--- config.mk ---
export PLATFORM = sky130hd
export DESIGN_NAME = rw_lock_replica_balancer_top
export DESIGN_NICKNAME = d
export VERILOG_FILES = /design/src/sv/rwlrb_pkg.sv /design/src/sv/rw_lock_replica_balancer_top.sv /design/src/sv/rwlrb_fifo.sv /design/src/sv/rwlrb_scan.sv
export SDC_FILE = /design/constraint.sdc
export NUM_CORES = 1
export LEC_CHECK = 0
export ABC_AREA = 1
export BUFFER_PORTS_ARGS = -buffer_cell sky130_fd_sc_hd__buf_2
export CORE_MARGIN = 4
export CORE_UTILIZATION = 54
export DETAILED_ROUTE_END_ITERATION = 10
export HOLD_SLACK_MARGIN = 0.03
export PLACE_DENSITY = 0.82
export REMOVE_ABC_BUFFERS = 1
export SYNTH_ARGS = -nofsm -noshare
export SYNTH_HDL_FRONTEND = slang
export SYNTH_SLANG_ARGS = --single-unit
--- constraint.sdc ---
create_clock -name clk -period 9.7 [get_ports clk]
set_clock_uncertainty 0.1 [all_clocks]
set_input_delay 0.485 -clock clk [delete_from_list [all_inputs] [get_ports clk]]
set_output_delay 0.485 -clock clk [all_outputs]
set_load 0.1 [all_outputs]
--- src/sv/rwlrb_pkg.sv ---
// ----------------------------------------------------------------------------
// rwlrb_pkg
// Types, codes and default sizes of the readers-writers lock balancer.
// ----------------------------------------------------------------------------
package rwlrb_pkg;

    localparam int REPLICAS_DEF = 3;
    localparam int RQ_DEPTH_DEF = 16;
    localparam int WQ_DEPTH_DEF = 4;

    localparam int ID_W        = 8;
    localparam int LOAD_W      = 8;
    localparam int MAX_RESULTS = 16;
    localparam int N_W         = $clog2(MAX_RESULTS);

    localparam logic [LOAD_W-1:0] TOTAL_MAX = '1;

    typedef enum logic [1:0] {
        ACT_RD_REQ  = 2'd0,
        ACT_RD_REL  = 2'd1,
        ACT_WR_REQ  = 2'd2,
        ACT_WR_DONE = 2'd3
    } act_t;

    typedef enum logic [1:0] {
        RES_RD_GRANT = 2'd0,
        RES_WR_GRANT = 2'd1,
        RES_REFUSED  = 2'd2,
        RES_ERROR    = 2'd3
    } res_t;

    typedef enum logic [1:0] {
        ST_IDLE,
        ST_EXEC,
        ST_SCAN
    } state_t;

    typedef struct packed {
        logic push;
        logic pop;
    } fifo_ctl_t;

endpackage

--- src/sv/rw_lock_replica_balancer_top.sv ---
// ----------------------------------------------------------------------------
// rw_lock_replica_balancer_top
// Writer-preferring readers-writers lock that spreads readers over replicas.
// ----------------------------------------------------------------------------
//  channel   | handshake             | payload
//  ----------+-----------------------+----------------------------------------
//  item in   | start, busy           | action, requester_id, replica_released
//  result    | strobe (one cycle)    | event_res, granted_id, replica_assigned,
//            |                       | last
//
//  An item is taken when start is high and busy is low. Busy is high through
//  the decode state, and through a least-loaded search for each reader grant:
//  the search walks the replica loads one compare a cycle. A wake-up after
//  writer done grants up to 16 queued readers. Results are registered, in the
//  cycle after the decision that makes them; the receiver cannot stall. Reset
//  (rst_n low) empties both queues and clears all loads.
// ----------------------------------------------------------------------------
module rw_lock_replica_balancer_top
    import rwlrb_pkg::*;
#(
    parameter int REPLICAS = REPLICAS_DEF,
    parameter int RQ_DEPTH = RQ_DEPTH_DEF,
    parameter int WQ_DEPTH = WQ_DEPTH_DEF
) (
    input  logic            clk,
    input  logic            rst_n,
    input  logic            start,
    output logic            busy,
    input  logic [1:0]      action,
    input  logic [ID_W-1:0] requester_id,
    input  logic [1:0]      replica_released,
    output logic            strobe,
    output logic [1:0]      event_res,
    output logic [ID_W-1:0] granted_id,
    output logic [1:0]      replica_assigned,
    output logic            last
);

    localparam int IDX_W    = (REPLICAS > 1) ? $clog2(REPLICAS) : 1;
    localparam int RQ_CNT_W = $clog2(RQ_DEPTH+1);
    localparam int WQ_CNT_W = $clog2(WQ_DEPTH+1);

    state_t            state_reg, state_next;
    logic [1:0]        act_reg;
    logic [ID_W-1:0]   id_reg;
    logic [1:0]        rel_reg;

    logic              wb_reg, wb_next;
    logic [LOAD_W-1:0] total_reg, total_next;
    logic [LOAD_W-1:0] load_reg [REPLICAS];
    logic [LOAD_W-1:0] load_next [REPLICAS];
    logic [N_W-1:0]    n_reg, n_next;
    logic              wake_reg, wake_next;

    logic              strobe_reg, strobe_next;
    logic [1:0]        res_reg, res_next;
    logic [ID_W-1:0]   gid_reg, gid_next;
    logic [1:0]        rep_reg, rep_next;
    logic              last_reg, last_next;

    fifo_ctl_t             rq_ctl, wq_ctl;
    logic [ID_W-1:0]       rq_rdata, wq_rdata;
    logic [RQ_CNT_W-1:0]   rq_count;
    logic [WQ_CNT_W-1:0]   wq_count;
    logic                  rq_full, rq_empty, wq_full, wq_empty;

    logic                  scan_start, scan_done;
    logic [IDX_W-1:0]      scan_addr, scan_best;

    logic                  accept;
    logic                  rel_in_range, rel_ok;
    logic [IDX_W-1:0]      rd_addr;
    logic [LOAD_W-1:0]     load_rd;
    logic                  rd_now, total_full, wake_any, more_rd;

    rwlrb_fifo #(.DEPTH(RQ_DEPTH)) u_rq (
        .clk   (clk),
        .rst_n (rst_n),
        .ctl   (rq_ctl),
        .wdata (id_reg),
        .rdata (rq_rdata),
        .count (rq_count),
        .full  (rq_full),
        .empty (rq_empty)
    );

    rwlrb_fifo #(.DEPTH(WQ_DEPTH)) u_wq (
        .clk   (clk),
        .rst_n (rst_n),
        .ctl   (wq_ctl),
        .wdata (id_reg),
        .rdata (wq_rdata),
        .count (wq_count),
        .full  (wq_full),
        .empty (wq_empty)
    );

    rwlrb_scan #(.REPLICAS(REPLICAS)) u_scan (
        .clk       (clk),
        .rst_n     (rst_n),
        .start     (scan_start),
        .load_data (load_rd),
        .addr      (scan_addr),
        .done      (scan_done),
        .best      (scan_best)
    );

    assign accept = start && (state_reg == ST_IDLE);

    // single read port on the loads: release check in decode, search otherwise
    assign rel_in_range = (32'(rel_reg) < 32'(REPLICAS));
    assign rd_addr      = (state_reg == ST_EXEC) ?
                          (rel_in_range ? IDX_W'(rel_reg) : '0) : scan_addr;
    assign load_rd      = load_reg[rd_addr];
    assign rel_ok       = rel_in_range && (load_rd != '0) && (total_reg != '0);

    assign rd_now     = !wb_reg && wq_empty;
    assign total_full = (total_reg == TOTAL_MAX);
    assign wake_any   = !rq_empty && !total_full;
    // another queued reader follows this grant, within result cap and total
    assign more_rd    = (rq_count != RQ_CNT_W'(1))
                     && (n_reg != N_W'(MAX_RESULTS-1))
                     && (total_reg != TOTAL_MAX - LOAD_W'(1));

    // next state
    always_comb
    begin
        state_next = state_reg;
        case (state_reg)
            ST_IDLE:
            begin
                if (accept)
                begin
                    state_next = ST_EXEC;
                end
            end
            ST_EXEC:
            begin
                state_next = ST_IDLE;
                case (act_t'(act_reg))
                    ACT_RD_REQ:
                    begin
                        if (rd_now && !total_full)
                        begin
                            state_next = ST_SCAN;
                        end
                    end
                    ACT_WR_DONE:
                    begin
                        if (wb_reg && wq_empty && wake_any)
                        begin
                            state_next = ST_SCAN;
                        end
                    end
                    default:
                    begin
                        state_next = ST_IDLE;
                    end
                endcase
            end
            ST_SCAN:
            begin
                if (scan_done && (!wake_reg || !more_rd))
                begin
                    state_next = ST_IDLE;
                end
            end
            default:
            begin
                state_next = ST_IDLE;
            end
        endcase
    end

    // datapath and outputs
    always_comb
    begin
        wb_next     = wb_reg;
        total_next  = total_reg;
        load_next   = load_reg;
        n_next      = n_reg;
        wake_next   = wake_reg;
        strobe_next = 1'b0;
        res_next    = res_reg;
        gid_next    = gid_reg;
        rep_next    = 2'd0;
        last_next   = 1'b1;
        rq_ctl      = '0;
        wq_ctl      = '0;
        scan_start  = 1'b0;

        case (state_reg)
            ST_EXEC:
            begin
                gid_next = id_reg;
                case (act_t'(act_reg))
                    ACT_RD_REQ:
                    begin
                        if (rd_now)
                        begin
                            if (total_full)
                            begin
                                strobe_next = 1'b1;
                                res_next    = RES_REFUSED;
                            end
                            else
                            begin
                                scan_start = 1'b1;
                                wake_next  = 1'b0;
                            end
                        end
                        else if (rq_full)
                        begin
                            strobe_next = 1'b1;
                            res_next    = RES_REFUSED;
                        end
                        else
                        begin
                            rq_ctl.push = 1'b1;
                        end
                    end
                    ACT_RD_REL:
                    begin
                        if (!rel_ok)
                        begin
                            strobe_next = 1'b1;
                            res_next    = RES_ERROR;
                        end
                        else
                        begin
                            load_next[rd_addr] = load_rd - LOAD_W'(1);
                            total_next         = total_reg - LOAD_W'(1);
                            // last reader out hands the lock to the head writer
                            if (total_reg == LOAD_W'(1) && !wq_empty && !wb_reg)
                            begin
                                strobe_next = 1'b1;
                                res_next    = RES_WR_GRANT;
                                gid_next    = wq_rdata;
                                wq_ctl.pop  = 1'b1;
                                wb_next     = 1'b1;
                            end
                        end
                    end
                    ACT_WR_REQ:
                    begin
                        if (!wb_reg && total_reg == '0)
                        begin
                            wb_next     = 1'b1;
                            strobe_next = 1'b1;
                            res_next    = RES_WR_GRANT;
                        end
                        else if (wq_full)
                        begin
                            strobe_next = 1'b1;
                            res_next    = RES_REFUSED;
                        end
                        else
                        begin
                            wq_ctl.push = 1'b1;
                        end
                    end
                    default:
                    begin
                        if (!wb_reg)
                        begin
                            strobe_next = 1'b1;
                            res_next    = RES_ERROR;
                        end
                        else if (!wq_empty)
                        begin
                            strobe_next = 1'b1;
                            res_next    = RES_WR_GRANT;
                            gid_next    = wq_rdata;
                            wq_ctl.pop  = 1'b1;
                        end
                        else
                        begin
                            wb_next = 1'b0;
                            if (wake_any)
                            begin
                                scan_start = 1'b1;
                                wake_next  = 1'b1;
                                n_next     = '0;
                            end
                        end
                    end
                endcase
            end
            ST_SCAN:
            begin
                if (scan_done)
                begin
                    load_next[scan_best] = load_reg[scan_best] + LOAD_W'(1);
                    total_next           = total_reg + LOAD_W'(1);
                    strobe_next          = 1'b1;
                    res_next             = RES_RD_GRANT;
                    rep_next             = 2'(scan_best);
                    if (wake_reg)
                    begin
                        gid_next    = rq_rdata;
                        last_next   = !more_rd;
                        rq_ctl.pop  = 1'b1;
                        n_next      = n_reg + N_W'(1);
                        scan_start  = more_rd;
                    end
                    else
                    begin
                        gid_next = id_reg;
                    end
                end
            end
            default:
            begin
                strobe_next = 1'b0;
            end
        endcase
    end

    always_ff @(posedge clk or negedge rst_n)
    begin
        if (!rst_n)
        begin
            state_reg  <= ST_IDLE;
            wb_reg     <= 1'b0;
            total_reg  <= '0;
            n_reg      <= '0;
            wake_reg   <= 1'b0;
            strobe_reg <= 1'b0;
            for (int i = 0; i < REPLICAS; i++)
            begin
                load_reg[i] <= '0;
            end
        end
        else
        begin
            state_reg  <= state_next;
            wb_reg     <= wb_next;
            total_reg  <= total_next;
            n_reg      <= n_next;
            wake_reg   <= wake_next;
            strobe_reg <= strobe_next;
            load_reg   <= load_next;
        end
    end

    always_ff @(posedge clk)
    begin
        if (accept)
        begin
            act_reg <= action;
            id_reg  <= requester_id;
            rel_reg <= replica_released;
        end
        res_reg  <= res_next;
        gid_reg  <= gid_next;
        rep_reg  <= rep_next;
        last_reg <= last_next;
    end

    assign busy             = (state_reg != ST_IDLE);
    assign strobe           = strobe_reg;
    assign event_res        = res_reg;
    assign granted_id       = gid_reg;
    assign replica_assigned = rep_reg;
    assign last             = last_reg;

endmodule

--- src/sv/rwlrb_fifo.sv ---
// ----------------------------------------------------------------------------
// rwlrb_fifo
// Wait queue of requester ids; head entry presented on a registered read port.
// ----------------------------------------------------------------------------
module rwlrb_fifo
    import rwlrb_pkg::*;
#(
    parameter int DEPTH = RQ_DEPTH_DEF
) (
    input  logic                         clk,
    input  logic                         rst_n,
    input  fifo_ctl_t                    ctl,
    input  logic [ID_W-1:0]              wdata,
    output logic [ID_W-1:0]              rdata,
    output logic [$clog2(DEPTH+1)-1:0]   count,
    output logic                         full,
    output logic                         empty
);

    localparam int AW    = (DEPTH > 1) ? $clog2(DEPTH) : 1;
    localparam int CNT_W = $clog2(DEPTH+1);

    logic [ID_W-1:0]  mem [DEPTH];
    logic [ID_W-1:0]  rdata_reg;
    logic [AW-1:0]    head_reg, head_next;
    logic [AW-1:0]    tail_reg, tail_next;
    logic [CNT_W-1:0] count_reg, count_next;

    function automatic logic [AW-1:0] wrap_inc(input logic [AW-1:0] p);
        if (p == AW'(DEPTH-1))
        begin
            return '0;
        end
        return p + AW'(1);
    endfunction

    always_comb
    begin
        head_next  = head_reg;
        tail_next  = tail_reg;
        count_next = count_reg;
        if (ctl.push)
        begin
            tail_next  = wrap_inc(tail_reg);
            count_next = count_reg + CNT_W'(1);
        end
        if (ctl.pop)
        begin
            head_next  = wrap_inc(head_reg);
            count_next = count_reg - CNT_W'(1);
        end
        if (ctl.push && ctl.pop)
        begin
            count_next = count_reg;
        end
    end

    always_ff @(posedge clk or negedge rst_n)
    begin
        if (!rst_n)
        begin
            head_reg  <= '0;
            tail_reg  <= '0;
            count_reg <= '0;
        end
        else
        begin
            head_reg  <= head_next;
            tail_reg  <= tail_next;
            count_reg <= count_next;
        end
    end

    always_ff @(posedge clk)
    begin
        if (ctl.push)
        begin
            mem[tail_reg] <= wdata;
        end
        rdata_reg <= mem[head_reg];
    end

    assign rdata = rdata_reg;
    assign count = count_reg;
    assign full  = (count_reg == CNT_W'(DEPTH));
    assign empty = (count_reg == '0);

endmodule

--- src/sv/rwlrb_scan.sv ---
// ----------------------------------------------------------------------------
// rwlrb_scan
// Least-loaded replica search: one compare per cycle over the load registers.
// ----------------------------------------------------------------------------
module rwlrb_scan
    import rwlrb_pkg::*;
#(
    parameter int REPLICAS = REPLICAS_DEF
) (
    input  logic                                            clk,
    input  logic                                            rst_n,
    input  logic                                            start,
    input  logic [LOAD_W-1:0]                               load_data,
    output logic [((REPLICAS > 1) ? $clog2(REPLICAS) : 1)-1:0] addr,
    output logic                                            done,
    output logic [((REPLICAS > 1) ? $clog2(REPLICAS) : 1)-1:0] best
);

    localparam int IDX_W = (REPLICAS > 1) ? $clog2(REPLICAS) : 1;

    logic              run_reg;
    logic              done_reg;
    logic [IDX_W-1:0]  idx_reg;
    logic [IDX_W-1:0]  best_reg;
    logic [LOAD_W-1:0] best_val_reg;

    always_ff @(posedge clk or negedge rst_n)
    begin
        if (!rst_n)
        begin
            run_reg  <= 1'b0;
            done_reg <= 1'b0;
            idx_reg  <= '0;
        end
        else if (start)
        begin
            run_reg  <= 1'b1;
            done_reg <= 1'b0;
            idx_reg  <= '0;
        end
        else if (run_reg)
        begin
            if (idx_reg == IDX_W'(REPLICAS-1))
            begin
                run_reg  <= 1'b0;
                done_reg <= 1'b1;
            end
            else
            begin
                idx_reg <= idx_reg + IDX_W'(1);
            end
        end
        else
        begin
            done_reg <= 1'b0;
        end
    end

    // strict less-than keeps the lowest index on a tie
    always_ff @(posedge clk)
    begin
        if (run_reg && (idx_reg == '0 || load_data < best_val_reg))
        begin
            best_reg     <= idx_reg;
            best_val_reg <= load_data;
        end
    end

    assign addr = idx_reg;
    assign done = done_reg;
    assign best = best_reg;

endmodule

==> results.ini, run 1 <==
[outcome]
status = complete, no violations

[placed_design]
dp.cells = 1640
place.gp.congestion = 0.950
port-buffer-count = 29
dpl_cell_area_mm2 = 0.0134
place_ws_ns = 5.70
dpl.hpwl_mm = 20.8

[die]
fp.dieW_um = 163
start_util_pct = 55.2
ios = 30
core_area_mm2 = 0.0235
die_h_um = 163
num_rows = 56
die_area_mm2 = 0.0266

[critical_path]
end_kind = register
reg2reg_setup_slack_ns = 5.54
crit_chain = inv_1 > ha_1 > inv_2 > nand2_1 > nand2_4 > nand2_1 > nor2_1 > a21oi_1 > nand2_1 > ha_1 > nand3_1 > nor2_2 > nand3_2 > nand3_1 > nand2_1 > nand2_1 > fa_1 > nand3b_1 > nand4_1 > nand2_1
reg2reg_depth = 20
critPathSlowestCell = ha_1
crit_type = register to register
required_ns = 10.04
arrival_ns = 4.50
crit_top_cell = nand2_1
crit_path_max_fanout = 13
worstReg2RegStart = state_reg[1]
slowest_delay_ns = 0.47
r2r-end = u_wq.count[2]
cp-start-kind = register

[sta]
final_max_slew_viol_count = 0
setup_viol = 0
rsz0062_at_grt = no
max-slew-margin-rel_pct = 33.7
setup_ws_ns = 5.54
period_needed_ns = 4.16
fin_crit_sh_pct = 42.9
timing.fmax_mhz = 240
fin_setup_tns_ns = 0
final_hold_viol_count = 0
tightest_slew_ns = 0.994

[global_route]
grt_max_degree = 67
busiest_layer = met1
met2_usage_pct = 35.8
grtUsageTotal_pct = 23.8
grt_remaining_overflow = 0
antenna_found_initial = 0
grt_pass1_vias = 9428
grt_pass1_wl_mm = 50.3
use_met3_pct = 4.54
grtUsageMet1_pct = 35.9

[finish]
final_cells = 1704
nets = 1416
layout_commonest_cell = nand2_1
final_area_mm2 = 0.0144
n_antenna_cell = 0
final_cell_mix = 331 x nand2_1, 192 x edfxtp_1, 123 x nor2_1, 108 x inv_1, 103 x o21ai_0
multi_input_area_mm2 = 0.00461
syn_to_final_growth_pct = 11.1
largest_register_ffs = 128
regArea_mm2 = 0.00777
drive_gt1_share_pct = 7.51
fillerInstances = 1850

[detailed_routing]
vias = 9979
dr.pass1.iters = 6
drc = 0
viasPerCell = 5.86
wirelength_mm = 31.7
ant_nets = 0
wire_per_inst_um = 18.6
drtIter0Drc = 1299

[clock_tree]
clk_pin_slew_ns = 0.06
cts-root-buf = clkbuf_16
cts_hold_buf = 11
cts_tree = built
post_cts_buffers = 0
clk_path_buf_depth = 3
cts_max_level = 1
cts.sinks = 276
cts_resized = 0
numCtsBuffers = 29
clk_latency_ns = 0.57

[yosys]
synth_area_mm2 = 0.0130
ys_types = 50
ys_warn_count = 0
yosysSeqAreaShare_pct = 59.9
synth_ff_type = edfxtp_1
syn_inst = 1325
synth_edf_count = 192
avgSynthCellArea_um2 = 9.80
ys_seq_elements = 276
synth-async-reset-ratio_pct = 23.6

[power]
peakVddDrop_mv = 0.192
power.leakage_nw = 5.97
power_density_mw_per_mm2 = 291

[job]
maxCapViolCount = 0

[worst_hold_path]
hp-class = input port to asynchronous set/reset pin

-- stage by stage --
| step | utilization (%) | hold slack (ns) | total power [W] |
|---|---|---|---|
| after global routing | 61.3 | 0.0314 | 0.00444 |
| after global placement | 57.0 | 0.359 | 0.00309 |
| after detailed placement | 57.0 | 0.370 | 0.00313 |
| after floorplan | - | 0.0894 | 0.00272 |
| after CTS | 61.3 | 0.0346 | 0.00418 |
| final | 61.3 | 0.0283 | 0.00420 |
-- cell usage after synthesis (19+ instances only) --
library cell | count | area, µm²
a21oi_1 | 54 | 270
clkbuf_1 | 29 | 109
dfrtp_1 | 65 | 1630
dfxtp_1 | 19 | 380
edfxtp_1 | 192 | 5770
ha_1 | 37 | 463
inv_1 | 108 | 405
nand2_1 | 331 | 1240
nand3_1 | 76 | 380
nand4_1 | 22 | 138
nor2_1 | 123 | 462
o21ai_0 | 103 | 515
o22ai_1 | 31 | 194
xor2_1 | 19 | 166
-- worst max-delay path, delay by kind of cell, from the launching register on --
family,cells,cell delay (ns)
simple gates,14,1.86
fa+ha+maj,3,1.17
flops,1,0.41
buf+inv,2,0.31
compound gates,1,0.18
-- report_power, final --
part,switching (W),internal [W],total [W]
clock network,0.000454,0.000604,0.00106
registers,0.000194,0.00150,0.00170
logic,0.00105,0.000394,0.00144
total,0.00169,0.00250,0.00420
-- worst max-delay path by stage --
| stage | depth (start not counted) | end | startpoint | slack, ns |
|---|---|---|---|---|
| CTS | 20 | u_wq.count[2] | state_reg[1] | 5.63 |
| global placement | 20 | u_wq.count[2] | state_reg[1] | 5.82 |
| global route | 21 | u_wq.count[2] | state_reg[1] | 5.15 |
| detailed placement | 20 | u_wq.count[2] | state_reg[1] | 5.70 |
| floorplan | 20 | u_wq.count[2] | state_reg[1] | 6.28 |
| finish | 20 | u_wq.count[2] | state_reg[1] | 5.54 |
-- layer usage --
| layer | share of wire (%) | vias up | wire length [µm] |
|---|---|---|---|
| met5 | 0 | - | 0 |
| met4 | 1.9 | 0 | 597 |
| met3 | 11 | 61 | 3530 |
| met2 | 45 | 551 | 14200 |
| met1 | 42 | 4728 | 13400 |
| li1 | - | 4639 | - |
-- cell families (layout without fill, tap and decap cells) --
family | count (synthesis) | after routing | synth area share, %
xor+xnor | 29 | 29 | 1.96
compound gates | 242 | 242 | 10.8
buf+inv | 155 | 215 | 4.67
simple gates | 585 | 585 | 19.0
flops | 276 | 276 | 59.9
fa+ha+maj | 38 | 38 | 3.72
-- area by class of cell --
type | count | area share (%)
Multi-Input combinational cell | 894 | 31.9
Clock inverter | 12 | 0.711
Inverter | 115 | 3.01
Clock buffer | 41 | 5.56
Timing Repair Buffer | 47 | 2.13
Tap cell | 319 | 2.77
Sequential cell | 276 | 53.9
(Power assumes the default switching activity.)
==> inputs of run 2 (changes only) <==
==> constraint.sdc (replaced) <==
create_clock -name clk -period 4.3 [get_ports clk]
set_clock_uncertainty 0.1 [all_clocks]
set_input_delay 0.215 -clock clk [delete_from_list [all_inputs] [get_ports clk]]
set_output_delay 0.215 -clock clk [all_outputs]
set_load 0.1 [all_outputs]
==> results.ini, run 2 (synthesized netlist as in run 1, its figures left out) <==
[critical_path]
cp-start-kind = register
required_ns = 4.65  ; -5.39 ns
arrival_ns = 4.13  ; -0.37 ns
crit_path_max_fanout = 12  ; -1
worstReg2RegStart = state_reg[1]
crit_type = register to register
crit_top_cell = nand2_1
reg2reg_depth = 20  ; unchanged
crit_chain = inv_1 > ha_1 > inv_2 > nand2_1 > nand2_4 > nand2_1 > nor2_1 > a21oi_1 > nand2_1 > ha_1 > nand3_1 > nor2_2 > nand3_2 > nand3_1 > nand2_1 > nand2_1 > fa_1 > nand3b_1 > nand4_1 > nand2_1
critPathSlowestCell = dfrtp_1
r2r-end = u_wq.count[2]
end_kind = register
reg2reg_setup_slack_ns = 0.52  ; -5.02 ns
slowest_delay_ns = 0.40  ; -0.07 ns

[finish]
drive_gt1_share_pct = 8.17  ; +0.66 points
n_antenna_cell = 0  ; unchanged
final_cells = 1714  ; +0.59%
largest_register_ffs = 128  ; unchanged
layout_commonest_cell = nand2_1
final_cell_mix = 331 x nand2_1, 192 x edfxtp_1, 123 x nor2_1, 108 x inv_1, 103 x o21ai_0
nets = 1426  ; +0.71%
post-route-util_pct = 61.7  ; +0.47 points
syn_to_final_growth_pct = 11.9

[outcome]
status = complete, no violations

[power]
power_density_mw_per_mm2 = 660  ; +130%
peakVddDrop_mv = 0.422  ; +120%
power.leakage_nw = 6.04  ; +1.2%

[global_route]
grt_max_degree = 67  ; unchanged
grtUsageTotal_pct = 24.2  ; +0.45 points
grt_pass1_vias = 9536  ; +1.1%
antenna_found_initial = 0  ; unchanged
grt_pass1_wl_mm = 50.9  ; +1.2%
grt_remaining_overflow = 0  ; unchanged

[detailed_routing]
vias = 10034  ; +0.55%
wire_per_inst_um = 18.9  ; +1.5%
drtIter0Drc = 1382  ; +6.4%
ant_nets = 0  ; unchanged
viasPerCell = 5.85  ; about the same
dr.pass1.iters = 5  ; -1
wirelength_mm = 32.3  ; +2.1%
drc = 0  ; unchanged

[clock_tree]
cts_max_level = 1  ; unchanged
clk_pin_slew_ns = 0.06  ; about the same
cts-root-buf = clkbuf_16
clk_path_buf_depth = 3  ; unchanged
cts_tree = built
cts_resized = 0  ; unchanged
clk_latency_ns = 0.56  ; about the same
numCtsBuffers = 29  ; unchanged
cts.sinks = 276  ; unchanged
post_cts_buffers = 0  ; unchanged

[placed_design]
dpl.hpwl_mm = 21.6  ; +3.8%
port-buffer-count = 29  ; unchanged
dp.cells = 1647  ; +0.43%
place_ws_ns = 0.626  ; -5.07 ns
place.gp.congestion = 0.952  ; +0.17%

[sta]
rsz0062_at_grt = no
final_max_slew_viol_count = 0  ; unchanged
fin_crit_sh_pct = 88.0  ; +45 points
fin_setup_tns_ns = 0  ; unchanged
setup_ws_ns = 0.518  ; -5.02 ns
final_hold_viol_count = 0  ; unchanged
tightest_slew_ns = 0.950  ; -0.0444 ns
setup_viol = 0  ; unchanged
max-slew-margin-rel_pct = 36.7  ; +3.0 points
timing.fmax_mhz = 264  ; +9.9%
period_needed_ns = 3.78  ; -0.376 ns

[worst_hold_path]
hp-class = input port to asynchronous set/reset pin

[job]
maxCapViolCount = 0  ; unchanged

[die]
core_area_mm2 = 0.0235  ; unchanged
fp.dieW_um = 163  ; unchanged
num_rows = 56  ; unchanged
die_area_mm2 = 0.0266  ; unchanged
ios = 30  ; unchanged
start_util_pct = 55.2  ; unchanged
die_h_um = 163  ; unchanged

==> run 2: timing repair <==
| action | CTS | global route |
|---|---|---|
| hold endpoints to repair | 41 | 0 |
| hold buffers | 14 | 0 |
| setup endpoints to repair | 0 | 0 |
==> run 2: power by group <==
part	switching (W)	total [W]	internal, W
clock network	0.00103	0.00245	0.00141
registers	0.000472	0.00386	0.00339
logic	0.00237	0.00329	0.000921
total	0.00387	0.00960	0.00573
==> run 2: worst max-delay path by stage <==
stage / start / slack (ns) / end
finish: state_reg[1] / 0.52 / u_wq.count[2]
global route: state_reg[1] / 0.17 / u_wq.count[2]
CTS: state_reg[1] / 0.59 / u_wq.count[2]
detailed placement: state_reg[1] / 0.63 / u_wq.count[2]
global placement: state_reg[1] / 0.75 / u_wq.count[2]
floorplan: state_reg[1] / 0.88 / u_wq.count[2]
==> run 2: worst max-delay path, delay by kind of cell, from the launching register on <==
kind	cells	cell delay [ns]
adder cells (fa/ha/maj)	3	0.96
flip-flops	1	0.40
buffers and inverters	2	0.25
AO/OA/AOI/OAI	1	0.19
AND/OR/NAND/NOR	14	1.75
==> run 2: cell type report <==
type / instances / area [µm²]
Sequential cell: 276 / 7770
Fill cell: 1847 / 9010
Clock inverter: 16 / 148
Inverter: 115 / 434
Timing Repair Buffer: 57 / 390
Tap cell: 319 / 399
Multi-Input combinational cell: 894 / 4610
Clock buffer: 37 / 786
==> run 2: metal layers <==
layer	routed length [µm]	vias to the layer above	track usage (%)
li1	-	4651	-
met5	0	-	0
met2	14500	514	37.4
met3	3290	57	4.74
met1	13800	4812	35.4
met4	721	0	6.67
==> run 2: per-stage QoR <==
stage | hold WS [ns] | power [W] | area (µm²)
floorplan | -0.181 | 0.00614 | 12800
global placement | 0.187 | 0.00701 | 13500
detailed placement | 0.187 | 0.00710 | 13500
CTS | 0.123 | 0.00956 | 14500
global route | 0.178 | 0.0101 | 14500
finish | 0.123 | 0.00960 | 14500
==> inputs of run 3 (changes only) <==
--- a/config.mk
+++ b/config.mk
@@ -7,12 +7,15 @@
 export LEC_CHECK = 0
 export ABC_AREA = 1
 export BUFFER_PORTS_ARGS = -buffer_cell sky130_fd_sc_hd__buf_2
+export CELL_PAD_IN_SITES_DETAIL_PLACEMENT = 2
+export CELL_PAD_IN_SITES_GLOBAL_PLACEMENT = 2
 export CORE_MARGIN = 4
-export CORE_UTILIZATION = 54
+export CORE_UTILIZATION = 41
 export DETAILED_ROUTE_END_ITERATION = 10
 export HOLD_SLACK_MARGIN = 0.03
-export PLACE_DENSITY = 0.82
+export PLACE_DENSITY = 0.91
 export REMOVE_ABC_BUFFERS = 1
+export SKIP_LAST_GASP = 1
 export SYNTH_ARGS = -nofsm -noshare
 export SYNTH_HDL_FRONTEND = slang
 export SYNTH_SLANG_ARGS = --single-unit
==> results.ini, run 3 (synthesized netlist as in run 1, its figures left out) <==
[die]
die_area_mm2 = 0.0346  ; +30%
core_area_mm2 = 0.0309  ; +31%
start_util_pct = 42.0  ; -13 points
num_rows = 64  ; +14%
ios = 30  ; unchanged
fp.dieW_um = 186  ; +14%
die_h_um = 186  ; +14%

[detailed_routing]
vias = 10921  ; +8.8%
drc = 0  ; unchanged
wirelength_mm = 53.1  ; +64%
drtIter0Drc = 943  ; -32%
dr.pass1.iters = 5  ; unchanged
ant_nets = 0  ; unchanged
wire_per_inst_um = 29.7  ; +57%
viasPerCell = 6.10  ; +4.3%

[global_route]
grt_pass1_wl_mm = 79.5  ; +56%
grt_pass1_vias = 12375  ; +30%
grt_max_degree = 68  ; +1.5%
grtUsageTotal_pct = 30.8  ; +6.6 points
grt_remaining_overflow = 0  ; unchanged
antenna_found_initial = 2  ; +2

[critical_path]
crit_top_cell = nor2_1
end_kind = register
required_ns = 4.63  ; -0.02 ns
arrival_ns = 4.45  ; +0.32 ns
crit_path_max_fanout = 10  ; -2
critical_path_buf_inv_count = 3  ; +1
crit_type = register to register
critPathSlowestCell = nor2_1
cp-start-kind = register
crit_family = simple AND/OR/NAND/NOR gates
crit_chain = inv_1 > ha_1 > buf_4 > inv_1 > nor2_1 > nor2_1 > o21ai_0 > nor2_1 > a21oi_1 > nor3_1
slowest_delay_ns = 1.06  ; +0.66 ns

[power]
p_int_w = 0.00580  ; +1.3%
power.leakage_nw = 6.05  ; about the same
combPwrFrac_pct = 37.0  ; +2.8 points
p_sw_share_pct = 44.7  ; +4.4 points
peakVddDrop_mv = 0.367  ; -13%
clkPwrFrac_pct = 24.9  ; -0.6 points
power_density_mw_per_mm2 = 717  ; +8.6%
p_seq_share_pct = 38.1  ; -2.2 points
p_switching_w = 0.00470  ; +21%

[clock_tree]
cts-root-buf = clkbuf_16
clk_path_buf_depth = 3  ; unchanged
clk_latency_ns = 0.58  ; +0.02 ns
cts_max_level = 1  ; unchanged
clk_pin_slew_ns = 0.07  ; about the same
cts.sinks = 276  ; unchanged
numCtsBuffers = 30  ; +3.4%
cts_tree = built

[finish]
drive_gt1_share_pct = 8.61  ; +0.44 points
fillerInstances = 3181  ; +72%
n_antenna_cell = 0  ; unchanged
largest_register_ffs = 128  ; unchanged
final_area_mm2 = 0.0146  ; +0.75%
syn_to_final_growth_pct = 12.8
layout_commonest_cell = nand2_1
regArea_mm2 = 0.00777  ; unchanged
multi_input_area_mm2 = 0.00462  ; +0.27%
final_cell_mix = 330 x nand2_1, 192 x edfxtp_1, 123 x nor2_1, 107 x inv_1, 103 x o21ai_0
nets = 1422  ; -0.28%

[placed_design]
port-buffer-count = 29  ; unchanged
place.gp.congestion = 0.921  ; -3.2%
dpl_cell_area_mm2 = 0.0135  ; +0.51%
dpl.hpwl_mm = 33.8  ; +56%

[job]
maxCapViolCount = 0  ; unchanged

[sta]
final_max_slew_viol_count = 0  ; unchanged
fin_setup_tns_ns = 0  ; unchanged
rsz0062_at_grt = no
setup_viol = 0  ; unchanged
period_needed_ns = 4.12  ; +0.337 ns
tightest_slew_ns = 1.40  ; +0.448 ns
timing.fmax_mhz = 243  ; -8.2%
fin_crit_sh_pct = 95.8  ; +7.8 points
final_hold_viol_count = 0  ; unchanged
max-slew-margin-rel_pct = 6.48  ; -30 points

[outcome]
status = complete, no violations

[worst_hold_path]
hp-class = input port to register

[run 3: cell types whose count changed in the layout (fill, tap and decap cells not counted), sizes merged]
cell	before	now
buf	43	39
clkinv	14	18
inv	115	111
clkbuf	37	39
clkinvlp	0	1
dlygate4sd3	14	13
[run 3: layer usage]
layer,global-route usage [%],part of all wire [%],wire length [µm]
met2,53.4,50,26500
met1,36.1,38,20000
met5,0,0.030,16
met3,5.24,5.8,3110
met4,18.0,6.6,3530
[run 3: path summary, 6_finish.rpt]
path / cells after the start / to / slack, ns / startpoint
max in group asynchronous: 2 / u_rq.head_reg[0] / 3.19 / rst_n
setup / recovery: 10 / n_reg[2] / 0.18 / state_reg[0]
setup reg to reg: 10 / n_reg[2] / 0.18 / state_reg[0]
min in group asynchronous: 2 / strobe / 0.24 / rst_n
hold reg to reg: 1 / u_wq.count[0] / 0.41 / u_wq.count[0]
hold / removal: 4 / state_reg[1] / 0.09 / start
[run 3: tightest hold or removal path: cells and delay by family]
kind / cells / cell delay [ns]
compound gates: 2 / 0.27
simple gates: 1 / 0.12
buf+inv: 1 / 0.11
[run 3: per-stage QoR]
step                      util (%)  cells  total power [W]  worst slack, ns  hold slack (ns)
after CTS                     47.3   1789           0.0104           0.0565           0.0775
after detailed placement      43.8   1720          0.00755            0.296            0.294
after global routing          47.4   1789           0.0109           0.0471            0.106
after global placement        43.8   1720          0.00715            0.715            0.292
final                         47.4   1789           0.0105            0.181           0.0930
after floorplan                  -   1285          0.00614            0.878           -0.181
[run 3: what timing repair did]
item,4_1_cts,5_1_grt
setup endpoints to repair,0,39
buffers inserted,0,0
hold endpoints to repair,77,0
hold buffers,13,0
gates resized for setup,0,3
[run 3: power groups by stage]
stage,sequential (W),combinational [W],clock (W)
6_report,0.00400,0.00389,0.00261
5_1_grt,0.00402,0.00417,0.00275
4_1_cts,0.00397,0.00379,0.00263
3_5_place_dp,0.00399,0.00357,0
3_3_place_gp,0.00391,0.00323,0
2_1_floorplan,0.00408,0.00206,0
[run 3: area by class of cell]
| type | instances | area share, % |
|---|---|---|
| Sequential cell | 276 | 53.1 |
| Multi-Input combinational cell | 894 | 31.5 |
| Clock buffer | 39 | 5.63 |
| Tap cell | 396 | 3.38 |
| Inverter | 115 | 2.96 |
| Timing Repair Buffer | 52 | 2.41 |
| Clock inverter | 17 | 1.00 |
